$ cat src/sv/rrts_pkg.sv
`default_nettype none

package rrts_pkg;

    localparam int unsigned NUM_TASKS_DEF = 16;

    localparam int unsigned ID_W     = 4;
    localparam int unsigned ID_NUM   = 2 ** ID_W;
    localparam int unsigned ACT_W    = 3;
    localparam int unsigned PRIO_W   = 8;
    localparam int unsigned ERR_W    = 2;
    localparam int unsigned CNT_W    = 5;
    localparam int unsigned EL_W     = 32;

    localparam logic [ACT_W-1:0] ACT_TICK   = 3'd0;
    localparam logic [ACT_W-1:0] ACT_YIELD  = 3'd1;
    localparam logic [ACT_W-1:0] ACT_PARK   = 3'd2;
    localparam logic [ACT_W-1:0] ACT_UNPARK = 3'd3;
    localparam logic [ACT_W-1:0] ACT_CREATE = 3'd4;

    localparam logic [ERR_W-1:0] ERR_OK    = 2'd0;
    localparam logic [ERR_W-1:0] ERR_FULL  = 2'd1;
    localparam logic [ERR_W-1:0] ERR_EMPTY = 2'd2;

    typedef struct packed {
        logic [ACT_W-1:0]  action;
        logic [ID_W-1:0]   task_id;
        logic [PRIO_W-1:0] priority_req;
    } t_sched_in;

    typedef struct packed {
        logic [ID_W-1:0]  running_task;
        logic             running_valid;
        logic             switched;
        logic [ERR_W-1:0] error;
        logic [CNT_W-1:0] ready_count;
        logic [EL_W-1:0]  running_elapsed;
        logic [EL_W-1:0]  tick_count;
    } t_sched_out;

endpackage

`default_nettype wire

$ cat src/sv/round_robin_timeslice_scheduler_unit.sv
// path: an input beat is taken in S_IDLE and goes through the reads of the task table
// and ready queue memories that its action needs (a tick that switches tasks takes the
// longest); the result beat is registered in S_DONE, and input is stalled until then
// reset: synchronous, active low; afterwards a clearing pass writes every task table
// entry, with input stalled; the config port is open throughout
`default_nettype none

module round_robin_timeslice_scheduler_unit
    import rrts_pkg::*;
#(
    parameter int unsigned NUM_TASKS = NUM_TASKS_DEF
) (
    input  wire             i_clk,
    input  wire             i_rst_n,
    input  wire             i_in_valid,
    output logic            o_in_stall,
    input  t_sched_in       i_in_data,
    output logic            o_out_valid,
    input  wire             i_out_stall,
    output t_sched_out      o_out_data,
    input  wire             i_cfg_valid,
    output logic            o_cfg_ready,
    input  wire [ID_W-1:0]  i_cfg_data
);

    localparam int unsigned TW = (NUM_TASKS > 1) ? $clog2(NUM_TASKS) : 1;
    localparam int unsigned CW = $clog2(NUM_TASKS + 1);

    typedef enum logic [1:0] {
        ST_BLOCKED,
        ST_READY,
        ST_RUNNING
    } t_status;

    typedef struct packed {
        t_status           status;
        logic [PRIO_W-1:0] prio;
        logic [PRIO_W-1:0] slice;
        logic [EL_W-1:0]   elapsed;
    } t_task_ent;

    typedef enum logic [3:0] {
        S_CLR,
        S_IDLE,
        S_RD_CUR,
        S_RD_TID,
        S_DISP,
        S_IDLE_CHK,
        S_POP,
        S_RD_NXT,
        S_DONE
    } t_state;

    function automatic logic [TW-1:0] ptr_inc(input logic [TW-1:0] p);
        logic [TW-1:0] q;
        q = (p == TW'(NUM_TASKS - 1)) ? '0 : TW'(p + 1'b1);
        return q;
    endfunction

    t_state             r_state;
    logic [TW-1:0]      r_clr_addr;
    logic [ACT_W-1:0]   r_act;
    logic [TW-1:0]      r_tid;
    logic [PRIO_W-1:0]  r_prio;
    logic [TW-1:0]      r_cur;
    logic               r_cur_v;
    logic [EL_W-1:0]    r_cur_el;
    logic [EL_W-1:0]    r_ticks;
    logic [ID_W-1:0]    r_idle;
    logic [TW-1:0]      r_head;
    logic [TW-1:0]      r_tail;
    logic [CW-1:0]      r_cnt;
    logic [TW-1:0]      r_nxt;
    logic               r_sw;
    logic [ERR_W-1:0]   r_err;
    logic               r_out_v;
    t_sched_out         r_out;

    t_task_ent          r_task_mem [NUM_TASKS];
    t_task_ent          r_tm_rd;
    logic [TW-1:0]      r_fifo_mem [NUM_TASKS];
    logic [TW-1:0]      r_fq_rd;

    logic [TW-1:0]      mod_tab [ID_NUM];
    logic [TW-1:0]      in_tid;
    logic [TW-1:0]      idle_id;
    logic               q_full;

    logic               tm_we;
    logic [TW-1:0]      tm_wa;
    t_task_ent          tm_wd;
    logic [TW-1:0]      tm_ra;
    logic               push_req;
    logic               fq_we;
    logic [TW-1:0]      fq_wd;

    for (genvar g = 0; g < ID_NUM; g++) begin : g_mod
        localparam int unsigned MV = g % NUM_TASKS;
        assign mod_tab[g] = TW'(MV);
    end

    assign in_tid  = mod_tab[i_in_data.task_id];
    assign idle_id = mod_tab[r_idle];
    assign q_full  = (r_cnt == CW'(NUM_TASKS));

    assign o_in_stall  = (r_state != S_IDLE);
    assign o_cfg_ready = 1'b1;
    assign o_out_valid = r_out_v;
    assign o_out_data  = r_out;

    always_comb begin
        tm_we    = 1'b0;
        tm_wa    = r_tid;
        tm_wd    = r_tm_rd;
        tm_ra    = r_cur;
        push_req = 1'b0;
        fq_wd    = r_tid;
        unique case (r_state)
            S_CLR: begin
                tm_we = 1'b1;
                tm_wa = r_clr_addr;
                tm_wd = '0;
            end
            S_IDLE: begin
                if (i_in_data.action == ACT_UNPARK || i_in_data.action == ACT_CREATE) begin
                    tm_ra = in_tid;
                end
            end
            S_RD_CUR: begin
                tm_wa = r_cur;
                fq_wd = r_cur;
                unique case (r_act)
                    ACT_TICK: begin
                        tm_we         = 1'b1;
                        tm_wd.elapsed = r_tm_rd.elapsed + 1'b1;
                        if (r_tm_rd.slice != '0) begin
                            tm_wd.slice = r_tm_rd.slice - 1'b1;
                        end else begin
                            tm_wd.slice  = r_tm_rd.prio;
                            tm_wd.status = q_full ? ST_BLOCKED : ST_READY;
                            push_req     = 1'b1;
                        end
                    end
                    ACT_YIELD: begin
                        tm_we        = 1'b1;
                        tm_wd.status = q_full ? ST_BLOCKED : ST_READY;
                        push_req     = 1'b1;
                    end
                    ACT_PARK: begin
                        tm_we        = 1'b1;
                        tm_wd.status = ST_BLOCKED;
                    end
                    default: begin
                    end
                endcase
            end
            S_RD_TID: begin
                unique case (r_act)
                    ACT_UNPARK: begin
                        if (r_tm_rd.status == ST_BLOCKED) begin
                            push_req     = 1'b1;
                            tm_we        = !q_full;
                            tm_wd.status = ST_READY;
                        end
                    end
                    ACT_CREATE: begin
                        tm_we         = 1'b1;
                        tm_wd.prio    = r_prio;
                        tm_wd.slice   = r_prio;
                        tm_wd.elapsed = '0;
                        if (r_tm_rd.status == ST_BLOCKED) begin
                            push_req     = 1'b1;
                            tm_wd.status = q_full ? ST_BLOCKED : ST_READY;
                        end
                    end
                    default: begin
                    end
                endcase
            end
            S_DISP: begin
                tm_ra = idle_id;
            end
            S_IDLE_CHK: begin
                tm_wa = idle_id;
                if (r_tm_rd.status == ST_BLOCKED) begin
                    tm_we        = 1'b1;
                    tm_wd.status = ST_RUNNING;
                end
            end
            S_POP: begin
                tm_ra = r_fq_rd;
            end
            S_RD_NXT: begin
                tm_we        = 1'b1;
                tm_wa        = r_nxt;
                tm_wd.status = ST_RUNNING;
            end
            S_DONE: begin
            end
            default: begin
            end
        endcase
        fq_we = push_req && !q_full;
    end

    always_ff @(posedge i_clk) begin
        if (tm_we) begin
            r_task_mem[tm_wa] <= tm_wd;
        end
        r_tm_rd <= r_task_mem[tm_ra];
    end

    always_ff @(posedge i_clk) begin
        if (fq_we) begin
            r_fifo_mem[r_tail] <= fq_wd;
        end
        r_fq_rd <= r_fifo_mem[r_head];
    end

    always_ff @(posedge i_clk) begin
        if (!i_rst_n) begin
            r_state    <= S_CLR;
            r_clr_addr <= '0;
            r_cur      <= '0;
            r_cur_v    <= 1'b0;
            r_cur_el   <= '0;
            r_ticks    <= '0;
            r_idle     <= '0;
            r_head     <= '0;
            r_tail     <= '0;
            r_cnt      <= '0;
            r_sw       <= 1'b0;
            r_err      <= ERR_OK;
            r_out_v    <= 1'b0;
        end else begin
            if (i_cfg_valid) begin
                r_idle <= i_cfg_data;
            end
            if (r_out_v && !i_out_stall && r_state != S_DONE) begin
                r_out_v <= 1'b0;
            end
            if (fq_we) begin
                r_tail <= ptr_inc(r_tail);
                r_cnt  <= r_cnt + 1'b1;
            end
            if (push_req && q_full) begin
                r_err <= ERR_FULL;
            end
            unique case (r_state)
                S_CLR: begin
                    r_clr_addr <= ptr_inc(r_clr_addr);
                    if (r_clr_addr == TW'(NUM_TASKS - 1)) begin
                        r_state <= S_IDLE;
                    end
                end
                S_IDLE: begin
                    if (i_in_valid) begin
                        r_act  <= i_in_data.action;
                        r_tid  <= in_tid;
                        r_prio <= i_in_data.priority_req;
                        r_sw   <= 1'b0;
                        r_err  <= ERR_OK;
                        unique case (i_in_data.action)
                            ACT_TICK, ACT_YIELD, ACT_PARK: begin
                                if (i_in_data.action == ACT_TICK) begin
                                    r_ticks <= r_ticks + 1'b1;
                                end
                                r_state <= r_cur_v ? S_RD_CUR : S_DISP;
                            end
                            ACT_UNPARK, ACT_CREATE: begin
                                r_state <= S_RD_TID;
                            end
                            default: begin
                                r_state <= S_DONE;
                            end
                        endcase
                    end
                end
                S_RD_CUR: begin
                    if (r_act == ACT_TICK && r_tm_rd.slice != '0) begin
                        r_state <= S_DONE;
                    end else begin
                        r_state <= S_DISP;
                    end
                    if (r_act == ACT_TICK) begin
                        r_cur_el <= r_tm_rd.elapsed + 1'b1;
                    end
                    if (r_act == ACT_PARK) begin
                        r_cur_v <= 1'b0;
                    end
                end
                S_RD_TID: begin
                    if (r_act == ACT_CREATE && r_cur_v && r_tid == r_cur) begin
                        r_cur_el <= '0;
                    end
                    r_state <= S_DONE;
                end
                S_DISP: begin
                    r_state <= (r_cnt == '0) ? S_IDLE_CHK : S_POP;
                end
                S_IDLE_CHK: begin
                    if (r_tm_rd.status == ST_BLOCKED) begin
                        r_head   <= ptr_inc(r_head);
                        r_tail   <= ptr_inc(r_tail);
                        r_cur    <= idle_id;
                        r_cur_v  <= 1'b1;
                        r_cur_el <= r_tm_rd.elapsed;
                        r_sw     <= 1'b1;
                    end else begin
                        r_cur   <= '0;
                        r_cur_v <= 1'b0;
                        r_err   <= ERR_EMPTY;
                    end
                    r_state <= S_DONE;
                end
                S_POP: begin
                    r_nxt   <= r_fq_rd;
                    r_head  <= ptr_inc(r_head);
                    r_cnt   <= r_cnt - 1'b1;
                    r_state <= S_RD_NXT;
                end
                S_RD_NXT: begin
                    r_cur    <= r_nxt;
                    r_cur_v  <= 1'b1;
                    r_cur_el <= r_tm_rd.elapsed;
                    r_sw     <= 1'b1;
                    r_state  <= S_DONE;
                end
                S_DONE: begin
                    if (!r_out_v || !i_out_stall) begin
                        r_out_v                   <= 1'b1;
                        r_out.running_task        <= r_cur_v ? ID_W'(r_cur) : '0;
                        r_out.running_valid       <= r_cur_v;
                        r_out.switched            <= r_sw;
                        r_out.error               <= r_err;
                        r_out.ready_count         <= CNT_W'(r_cnt);
                        r_out.running_elapsed     <= r_cur_v ? r_cur_el : '0;
                        r_out.tick_count          <= r_ticks;
                        r_state                   <= S_IDLE;
                    end
                end
                default: begin
                    r_state <= S_IDLE;
                end
            endcase
        end
    end

endmodule

`default_nettype wire

$ cat config.mk
export PLATFORM = sky130hd
export DESIGN_NAME = round_robin_timeslice_scheduler_unit
export DESIGN_NICKNAME = d
export VERILOG_FILES = /design/src/sv/rrts_pkg.sv /design/src/sv/round_robin_timeslice_scheduler_unit.sv
export SDC_FILE = /design/constraint.sdc
export NUM_CORES = 1
export LEC_CHECK = 0
export ABC_AREA = 1
export BUFFER_PORTS_ARGS = -buffer_cell sky130_fd_sc_hd__buf_2
export CAP_MARGIN = 30
export CORE_MARGIN = 4
export CORE_UTILIZATION = 25
export CTS_BUF_LIST = sky130_fd_sc_hd__clkbuf_2
export DETAILED_ROUTE_END_ITERATION = 6
export GPL_ROUTABILITY_DRIVEN = 0
export PLACE_DENSITY_LB_ADDON = 0.15
export SYNTH_ARGS = -nofsm -noshare
export SYNTH_HDL_FRONTEND = slang
export SYNTH_SLANG_ARGS = --single-unit
$ cat constraint.sdc
create_clock -name i_clk -period 8.9 [get_ports i_clk]
set_input_delay 0 -clock i_clk [delete_from_list [all_inputs] [get_ports i_clk]]
set_output_delay 0 -clock i_clk [all_outputs]
set_load 0.005 [all_outputs]
* Word-level counts from Yosys, hierarchy flattened
Memory sizes are Yosys's and may differ from the RTL's. A register that Yosys moved wholly into a read port is not among the register bits.
Index checks and enable logic that the tools add are counted.
** Storage, ports and cells
- ROM bits :: 128
- Bits of input ports :: 24
- Memories kept :: 4
- Logic and storage cells :: 179
- RAM bits :: 864
- Bits in registers :: 194
** Memories
- r_task_mem :: depth 16, bits a word 50, read ports 1, clocked after Yosys merged registers in 1, write ports 1, RTL line round_robin_timeslice_scheduler_unit.sv:79 : t_task_ent r_task_mem [NUM_TASKS];
- (name not given) :: depth 16, bits a word 4, read ports 1, clocked after Yosys merged registers in 0, write ports 0, RTL line round_robin_timeslice_scheduler_unit.sv:103 : assign idle_id = mod_tab[r_idle];
- (name not given) :: depth 16, bits a word 4, read ports 1, clocked after Yosys merged registers in 0, write ports 0, RTL line round_robin_timeslice_scheduler_unit.sv:102 : assign in_tid = mod_tab[i_in_data.task_id];
- r_fifo_mem :: depth 16, bits a word 4, read ports 1, clocked after Yosys merged registers in 1, write ports 1, RTL line round_robin_timeslice_scheduler_unit.sv:81 : logic [TW-1:0] r_fifo_mem [NUM_TASKS];
** Operators by class
- Equal/unequal tests :: 30
- Order comparisons :: 2
- Mux-type cells :: 70
- Reduce and logical (&&, ||, !) cells :: 39
- Add/subtract/negate cells :: 8
- Bitwise gates (word level) :: 2
** Operators with widths (number)
- one-hot mux 32 bit (4 select lines) :: 1
- one-hot mux 40 bit (3 select lines) :: 1
- two-way mux 32 bit :: 3
- two-way mux 4 bit :: 18
- adder 32 x 1 -> 32 bit, second input constant :: 2
- two-way mux 48 bit :: 1
- two-way mux 40 bit :: 1
- one-hot mux 4 bit (7 select lines) :: 1
- one-hot mux 4 bit (2 select lines) :: 3
- == test 4 x 3 -> 1 bit, second input constant :: 4
- == test 4 bit, second input constant :: 4
- two-way mux 1 bit :: 16
- two-way mux 2 bit :: 8
- one-hot mux 4 bit (4 select lines) :: 1
- one-hot mux 8 bit (2 select lines) :: 1
- != test 2 bit, second input constant :: 7
- adder 4 x 1 -> 4 bit, second input constant :: 3
- == test 3 x 2 -> 1 bit, second input constant :: 4
- one-hot mux 4 bit (3 select lines) :: 1
- AND reduction 3 bit :: 4
- >= comparator 5 bit, second input constant :: 2
- two-way mux 5 bit :: 2
- NOT 4 -> 5 bit :: 2
- one-hot mux 2 bit (5 select lines) :: 1
- 33 further kinds :: 60

* Logic depth before layout (Yosys ltp)
Gate-level depths: netlist of run 1.
- Depth after elaboration :: 8
- Depth in mapped cells :: 16

* Worst setup path after synthesis of run 1
Ideal clock, no wire load.
- Kind :: reg2reg
- Start :: reg r_state[0]
- End :: reg r_out (netlist bit o_out_data[0]) (enable)
- Cell stages (with the launch flop) :: 6
- Data arrival time :: 4.038 ns
- Period minus slack after synthesis :: 4.551 ns
- Data required time :: 8.388 ns
- Path slack :: 4.349 ns
- Cells stage by stage :: dfxtp_1 nor2_1 inv_1 nor3_1 inv_1 nor2_1
** On the way
- Longest elaborated chain between the ends :: 2
** RTL lines
- start, declared :: RTL line round_robin_timeslice_scheduler_unit.sv:60 : t_state r_state;
- start signal, assigned :: RTL line round_robin_timeslice_scheduler_unit.sv:268 : r_state <= r_cur_v ? S_RD_CUR : S_DISP;
- start signal, assigned :: RTL line round_robin_timeslice_scheduler_unit.sv:299 : r_state <= (r_cnt == '0) ? S_IDLE_CHK : S_POP;
- == test 4 bit :: RTL line round_robin_timeslice_scheduler_unit.sv:249 : unique case (r_state)
- AND reduction 3 bit (no line)
- end, declared :: RTL line round_robin_timeslice_scheduler_unit.sv:77 : t_sched_out r_out;
No other way between the ends.
A chain may end at the register's enable or synchronous reset.

* Worst setup path after layout of run 1
- Start :: reg r_state[0]
- End :: mem r_task_mem[4][45] (netlist bit) (enable)
** On the way
- Longest elaborated chain between the ends :: 5
** RTL lines
- == test 4 x 3 -> 1 bit / zero test 4 bit (equally long branches) :: RTL line round_robin_timeslice_scheduler_unit.sv:118 : unique case (r_state)
- OR reduction 2 bit (no line)
- one-hot mux 1 bit (4 select lines) :: RTL line round_robin_timeslice_scheduler_unit.sv:118
- two-way mux 1 bit :: RTL line round_robin_timeslice_scheduler_unit.sv:207 : if (tm_we) begin
- two-way mux 1 bit (implied by the code) :: RTL line round_robin_timeslice_scheduler_unit.sv:208 : r_task_mem[tm_wa] <= tm_wd;
- end, declared :: RTL line round_robin_timeslice_scheduler_unit.sv:79
Several ways; a longest one is shown, not always the timed one.

==> metrics.md, run 1 <==
| Metric | Value |
|---|---|
| Outcome | `completed` |
| Hpwl dp | `104000 um` |
| Max Cap Viol | `0` |
| Place WS | `4.52 ns` |
| Flop pwr share | `0.584` |
| Post-CTS resize count | `0` |
| CORE AREA | `0.195 mm^2` |
| Synth warnings | `0` |
| Vias per std cell | `4.55` |
| Worst-Margin Slew | `1.12 ns` |
| TNS Setup | `0 ns` |
| FP Rows | `162` |
| Switching Share | `0.267` |
| Cell taking the most area after synthesis | `edfxtp_1` |
| DP Cell Count | `7379` |
| WS Path Type | `register to register` |
| Cts hold-fix bufs | `86` |
| Crit path launch type | `register` |
| Worst r2r src | `r_state[0]` |
| Area grow syn2layout | `15.7%` |
| Final min period | `4.37 ns` |
| Drt wl/cell | `21.4 um` |
| Clock Latency Late Sink | `1.73 ns` |
| Hold endpoint | `r_prio[5]` |
| Setup-failing EPs final | `0` |
| Fin Clk Skew | `0.209 ns` |
| Pint | `7.31 mW` |
| CTS tree | `done` |
| Cts bufs inserted | `332` |
| Worst Path Max Fanout | `30` |
| Final nets | `5213` |
| Reg2reg end | `r_task_mem[4][45]` |
| Post-layout util | `0.291` |
| Cell Pwr Density | `176 mW/mm^2` |
| Count of state elements after synthesis | `1112` |
| Post-Syn Area | `0.0490 mm^2` |
| Fmax | `229 MHz` |
| Syn_area_per_cell | `10.2 um^2` |
| Clock slew at reported path FFs | `0.09 ns` |
| Die Span Y | `451 um` |
| Chip width | `451 um` |
| Cells taking the most area after synthesis | `edfxtp_1 59%, nand3_1 10%, nand2_1 6.4%` |
| Share of Yosys cell area claimed by the top area cell type | `0.588` |
| Vias in the first global route | `35900` |
| Hold path cells | `4` |
| Pre-antenna DRT Iters | `5` |
| Maximum clock path buffer count | `4` |
| Total Wirelength | `172000 um` |
| Buffers on Ports | `102` |
| H-tree levels | `5` |
| CP Capture Type | `register` |
| Root Driver | `clkbuf_2` |
| Power after layout | `9.98 mW` |
| CTS sink count | `1112` |
| Layout cell share with drive strength beyond 1 | `0.148` |
| Number of remaining DRC errors | `0` |
| Post-Syn Instances | `4812` |
| Setup ws final | `4.53 ns` |
| Largest net degree at the start of global routing | `147` |
| Period utilisation layout | `0.491` |
| HP Class | `input port to register` |
| GR Overflow Total | `0` |
| Syn_nets | `4849` |
| Finished Layout Cells | `8050` |
| VDD IR max | `0.129 mV` |
| CP required | `10.11 ns` |
| Total track usage | `0.165` |
| Via count | `36600` |
| Flop2flop setup slack | `4.53 ns` |
| RSZ-0062 raised after global routing | `no` |
| CP arrival | `5.57 ns` |
| Fin. Hold Viols | `0` |
| First-pass GRT wire length | `251000 um` |
| Die area | `0.203 mm^2` |
| # IOs | `104` |
| Synth cell types | `51` |
| Final Max Slew Viols | `0` |
| Slew margin rel. | `0.250` |
| Leak Pwr | `23.1 nW` |
| Min-delay src | `i_in_data[5]` |
| Post-DRT Antenna Nets | `0` |
| Sequential-to-total area share from yosys stat | `0.650` |
| Post-CTS Repair Setup Buffers | `0` |
| Initial antenna violation count | `11` |
| NetSw | `2.66 mW` |
| Combinational fraction of design power | `0.037` |
| DRT iter0 DRCs | `2727` |
| Clock power frac | `0.379` |
| Initial Utilization | `0.251` |
| R2R depth | `9` |
[per-stage QoR]
step | hold WS [ns] | area [um^2]
after floorplan | 0.0989 | 49000
after global placement | 0.183 | 52600
after detailed placement | 0.182 | 53000
after CTS | 0.0121 | 56700
after global routing | 0.0911 | 56700
final | 0.282 | 56700
[power groups by stage]
stage          Combinational [mW]  Sequential (mW)  Clock, mW
2_1_floorplan               0.206             5.88          0
3_3_place_gp                0.338             5.94          0
3_5_place_dp                0.340             5.94          0
4_1_cts                     0.373             5.82       3.97
5_1_grt                     0.412             5.83       4.24
6_report                    0.369             5.82       3.78
[flip-flops by register name, summed over array words and instances (netlist names)]
register / count
o_out_data: 77
o_out_valid: 1
r_act: 3
r_clr_addr: 4
r_cnt: 5
r_cur: 4
r_cur_el: 32
r_cur_v: 1
r_err: 2
r_fifo_mem: 64
r_fq_rd: 4
r_head: 4
r_idle: 4
r_nxt: 4
r_prio: 8
r_state: 4
r_sw: 1
r_tail: 4
r_task_mem: 800
r_ticks: 32
r_tid: 4
r_tm_rd: 50
[how the worst max path moves through the flow]
stage | start | to | slack, ns | depth (start not counted)
2_1_floorplan | r_state[0] | o_out_data[0] | 4.35 | 5
3_3_place_gp | r_state[2] | r_tm_rd[43] | 4.54 | 13
3_5_place_dp | r_state[0] | r_task_mem[10][14] | 4.52 | 8
4_1_cts | r_state[0] | r_task_mem[5][45] | 4.47 | 9
5_1_grt | r_state[0] | r_task_mem[5][38] | 4.07 | 9
6_report | r_state[0] | r_task_mem[4][45] | 4.53 | 9
[per-layer routing]
layer	share of wire	GRT usage
met4	0.020	0.0466
met3	0.056	0.0325
met1	0.50	0.245
met2	0.43	0.243
met5	0.000099	0
[critical path, stage by stage, from the launching register on]
cell	delay, ns
dfxtp_1	0.50
nor2_4	0.13
nand2_1	0.48
clkinv_1	0.54
nand2_1	0.20
nand3_1	0.08
o21ai_0	0.22
nand2_1	0.36
nor2_4	0.78
buf_4	0.61
[cells in the mapped netlist (all sizes together)]
library cell	number
nand3	984
edfxtp	960
nand2	838
inv	761
nor2	226
buf	180
dfxtp	152
nand3b	150
o21ai	148
a21oi	92
clkbuf	79
nor3	51
xor2	34
nand4	31
o22ai	28
o211ai	21
o221ai	13
ha	12
nor4	9
xnor2	6
a31oi	5
or2	5
o21bai	4
a211oi	3
o21a	3
a21boi	2
a21o	2
clkinv	2
o2111ai	2
o31ai	2
a221oi	1
a22o	1
a22oi	1
a311oi	1
conb	1
fa	1
nor3b	1
[placed cells by master, fill, tap and decap left out, types with 9 or more instances in the layout]
cell / synthesis / layout
o22ai_2: 0 / 13
clkbuf_2: 0 / 501
o21ai_0: 144 / 139
dlygate4sd3_1: 0 / 84
a21oi_1: 90 / 88
nand3b_1: 150 / 150
buf_12: 0 / 10
o22ai_1: 28 / 15
nand2_1: 830 / 830
inv_2: 8 / 17
dfxtp_1: 152 / 151
nand3_1: 982 / 981
nor2_1: 219 / 198
nor4_1: 9 / 9
ha_1: 12 / 12
nor2_4: 4 / 21
clkinv_1: 2 / 61
buf_4: 10 / 77
o211ai_1: 21 / 21
nand4_1: 30 / 30
xor2_1: 34 / 34
nor3_1: 50 / 50
edfxtp_1: 960 / 960
buf_2: 150 / 102
inv_1: 753 / 751
o221ai_1: 13 / 12
[logic make-up after synthesis]
| group | share of synthesized area |
|---|---|
| and+or+nand+nor | 0.218 |
| DFF | 0.650 |
| buffers and inverters | 0.0830 |
| AOI/OAI and AO/OA | 0.0380 |
| xor gates and xnor gates | 0.00715 |
| adders and majority gates | 0.00347 |
| other | 0.0000765 |
[area by class of cell]
cell class	count	area (um^2)
fillers	20800	138000
clock buffers	501	2510
clock inverters	75	295
well taps	2624	3280
multi-input cells	2678	13400
flip-flops and latches	1112	31900
diodes	8	20.0
inverters	763	2870
repair buffers	289	2470
Note: power is estimated with default switching activity, not from simulation.
==> run 2: changes to the inputs <==
==> constraint.sdc (replaced) <==
create_clock -name i_clk -period 3.9 [get_ports i_clk]
set_input_delay 0 -clock i_clk [delete_from_list [all_inputs] [get_ports i_clk]]
set_output_delay 0 -clock i_clk [all_outputs]
set_load 0.005 [all_outputs]
==> metrics.md, run 2 (same netlist as run 1, synthesis figures left out) <==
| Metric | Value |
|---|---|
| Outcome | `finished, violations left` |
| Failing checks | `DRC` |
| Maximum clock path buffer count | `4 (unchanged)` |
| Combinational fraction of design power | `0.038 (about the same)` |
| Pint | `16.8 mW (+130%)` |
| Fin. Hold Viols | `0 (unchanged)` |
| First-pass GRT wire length | `241000 um (-3.9%)` |
| Post-layout util | `0.293 (+0.00251)` |
| Die area | `0.203 mm^2 (unchanged)` |
| Final min period | `3.33 ns (-1.04 ns)` |
| CP Capture Type | `register` |
| Number of remaining DRC errors | `1 (+1)` |
| Root Driver | `clkbuf_2` |
| Initial Utilization | `0.251 (unchanged)` |
| Fillers | `20800 (-0.0096%)` |
| Total Wirelength | `163000 um (-5.5%)` |
| Buffers on Ports | `102 (unchanged)` |
| Critical Path End | `r_fifo_mem[0][1]` |
| Critical path's top delay family | `simple AND/OR/NAND/NOR gates` |
| Max Cap Viol | `0 (unchanged)` |
| CP arrival | `4.52 ns (-1.05 ns)` |
| DRT iter0 DRCs | `2447 (-10%)` |
| Most frequent cells in the layout | `981 x nand3_1, 960 x edfxtp_1, 830 x nand2_1` |
| Fin Clk Skew | `0.165 ns (-0.0440 ns)` |
| Slowest Stage Delay on Critical Path | `0.38 ns (-0.40 ns)` |
| DP Cell Count | `7434 (+0.75%)` |
| CTS sink count | `1112 (unchanged)` |
| Vias per std cell | `4.47 (-1.8%)` |
| Vias in the first global route | `36100 (+0.53%)` |
| Chip width | `451 um (unchanged)` |
| Worst-Margin Slew | `1.11 ns (-0.0136 ns)` |
| Levels on crit path | `11 (+2)` |
| Area of the multi-input gates | `0.0133 mm^2 (-0.79%)` |
| Reg2reg end | `r_fifo_mem[0][1]` |
| Leak Pwr | `23.4 nW (+1.4%)` |
| Largest register by flop count | `r_task_mem` |
| Pre-antenna DRT Iters | `7 (+2)` |
| GR Overflow Total | `0 (unchanged)` |
| Die Span Y | `451 um (unchanged)` |
| Total track usage | `0.157 (-0.00810)` |
| Setup-failing EPs final | `0 (unchanged)` |
| Worst Path Max Fanout | `14 (-53%)` |
| Sequential cell area | `0.0319 mm^2 (unchanged)` |
| CTS tree | `done` |
| RSZ-0062 raised after global routing | `no` |
| Worst path bufs/invs | `4 (+2)` |
| Crit path launch type | `register` |
| Final nets | `5266 (+1.0%)` |
| Slew margin rel. | `0.259 (+0.00910)` |
| Final Max Slew Viols | `0 (unchanged)` |
| Clock slew at reported path FFs | `0.11 ns (+0.02 ns)` |
| Post-DRT Antenna Nets | `0 (unchanged)` |
| VDD IR max | `0.288 mV (+120%)` |
| CP required | `5.09 ns (-5.02 ns)` |
| FP Rows | `162 (unchanged)` |
| WS Path Type | `register to register` |
| Worst r2r src | `r_state[2]` |
| Hpwl dp | `95900 um (-8.2%)` |
| Clock power frac | `0.379 (about the same)` |
| Finished Layout Cells | `8095 (+0.56%)` |
| R2R depth | `11 (+2)` |
| Crit path top cell by count | `nand2_1` |
| Flop pwr share | `0.582 (-0.002)` |
| Via count | `36200 (-1.3%)` |
| Fmax | `300 MHz (+31%)` |
| Initial antenna violation count | `4 (-7)` |
| Area grow syn2layout | `16.7%` |
| CP Cell Sequence | `nor2_1 > nand2_1 > buf_4 > clkinv_1 > buf_4 > nand2_1 > nand2_1 > nand2_1 > inv_1 > nand2_1 > nor2_1` |
| Clock Latency Late Sink | `1.70 ns (-0.03 ns)` |
| Cts bufs inserted | `332 (unchanged)` |
| NetSw | `5.93 mW (+120%)` |
| Critical Path Source | `r_state[2]` |
| Period utilisation layout | `0.853 (+0.363)` |
| HP Class | `input port to register` |
| # IOs | `104 (unchanged)` |
| CORE AREA | `0.195 mm^2 (unchanged)` |
| Switching Share | `0.261 (-0.00537)` |
| H-tree levels | `5 (unchanged)` |
| Largest register FFs | `800 (unchanged)` |
| Cell Pwr Density | `397 mW/mm^2 (+130%)` |
| Drt wl/cell | `20.1 um (-6.0%)` |
| Flop2flop setup slack | `0.57 ns (-3.96 ns)` |
| Largest net degree at the start of global routing | `157 (+6.8%)` |
| Commonest non-fill, non-tap cell in the layout | `nand3_1` |
| CP max-delay cell | `dfxtp_1` |
| Layout cell share with drive strength beyond 1 | `0.154 (+0.00607)` |
run 2: cell count changes in the layout (fill, tap and decap cells not counted), moves of 2 or more:
cell and change:
buf_12 +33, o21ai_2 -3, o22ai_2 -13, buf_8 -8, inv_2 -3, buf_4 +34
o21ai_0 +2, clkinv_1 -14, o22ai_1 +13, clkbuf_2 +13, clkinv_2 -2, buf_16 -6
run 2: worst min-delay path by stage:
| stage | start | endpoint | slack [ns] | cells past startpoint |
|---|---|---|---|---|
| global route | i_rst_n | r_ticks[23] | 0.08 | 6 |
| global placement | i_in_data[8] | r_tid[0] | 0.21 | 1 |
| detailed placement | i_in_data[8] | r_tid[0] | 0.21 | 1 |
| floorplan | i_in_data[12] | r_act[0] | 0.1 | 0 |
| finish | i_in_data[14] | r_act[2] | 0.28 | 4 |
| CTS | i_out_stall | o_out_data[71] | 0.02 | 7 |
run 2: area by class of cell:
type                    instances  share of cell area
flip-flops and latches       1112               0.557
multi-input cells            2678               0.232
well taps                    2624              0.0574
repair buffers                342              0.0539
inverters                     763              0.0501
clock buffers                 514              0.0450
clock inverters                55             0.00372
diodes                          7            0.000306
run 2: repair_timing:
action                     CTS  global route
hold endpoints to repair   259             0
setup endpoints to repair    0             0
resized for setup            0             0
buffers inserted             0             0
hold buffers                85             0
run 2: worst register-to-register path, stage by stage, from the launching register on:
cell and delay (ns):
dfxtp_1 0.38, nor2_1 0.37, nand2_1 0.31, buf_4 0.26, clkinv_1 0.06, buf_4 0.17
nand2_1 0.07, nand2_1 0.14, nand2_1 0.38, inv_1 0.23, nand2_1 0.19, nor2_1 0.36
run 2: through the flow:
stage | power, mW | hold WS [ns] | setup slack (ns) | setup TNS, ns | instance area [um^2]
finish | 22.7 | 0.275 | 0.571 | 0 | 57200
global route | 23.9 | 0.0757 | 0.376 | 0 | 57200
CTS | 23.2 | 0.0182 | 0.644 | 0 | 57200
detailed placement | 14.3 | 0.211 | 0.675 | 0 | 53500
global placement | 14.3 | 0.208 | 0.561 | 0 | 53500
floorplan | 13.9 | 0.0989 | -0.209 | -125.15 | 49000
run 2: power by group through the flow:
| stage | clock (mW) | sequential, mW | combinational [mW] |
|---|---|---|---|
| floorplan | 0 | 13.4 | 0.471 |
| global placement | 0 | 13.5 | 0.823 |
| detailed placement | 0 | 13.5 | 0.824 |
| CTS | 9.07 | 13.2 | 0.893 |
| global route | 9.68 | 13.2 | 0.975 |
| finish | 8.60 | 13.2 | 0.873 |
run 2: layer usage:
layer	global-route usage	wire, um
met5	0	0
met4	0.0551	4770
met3	0.0289	7290
met2	0.257	76100
met1	0.209	74400
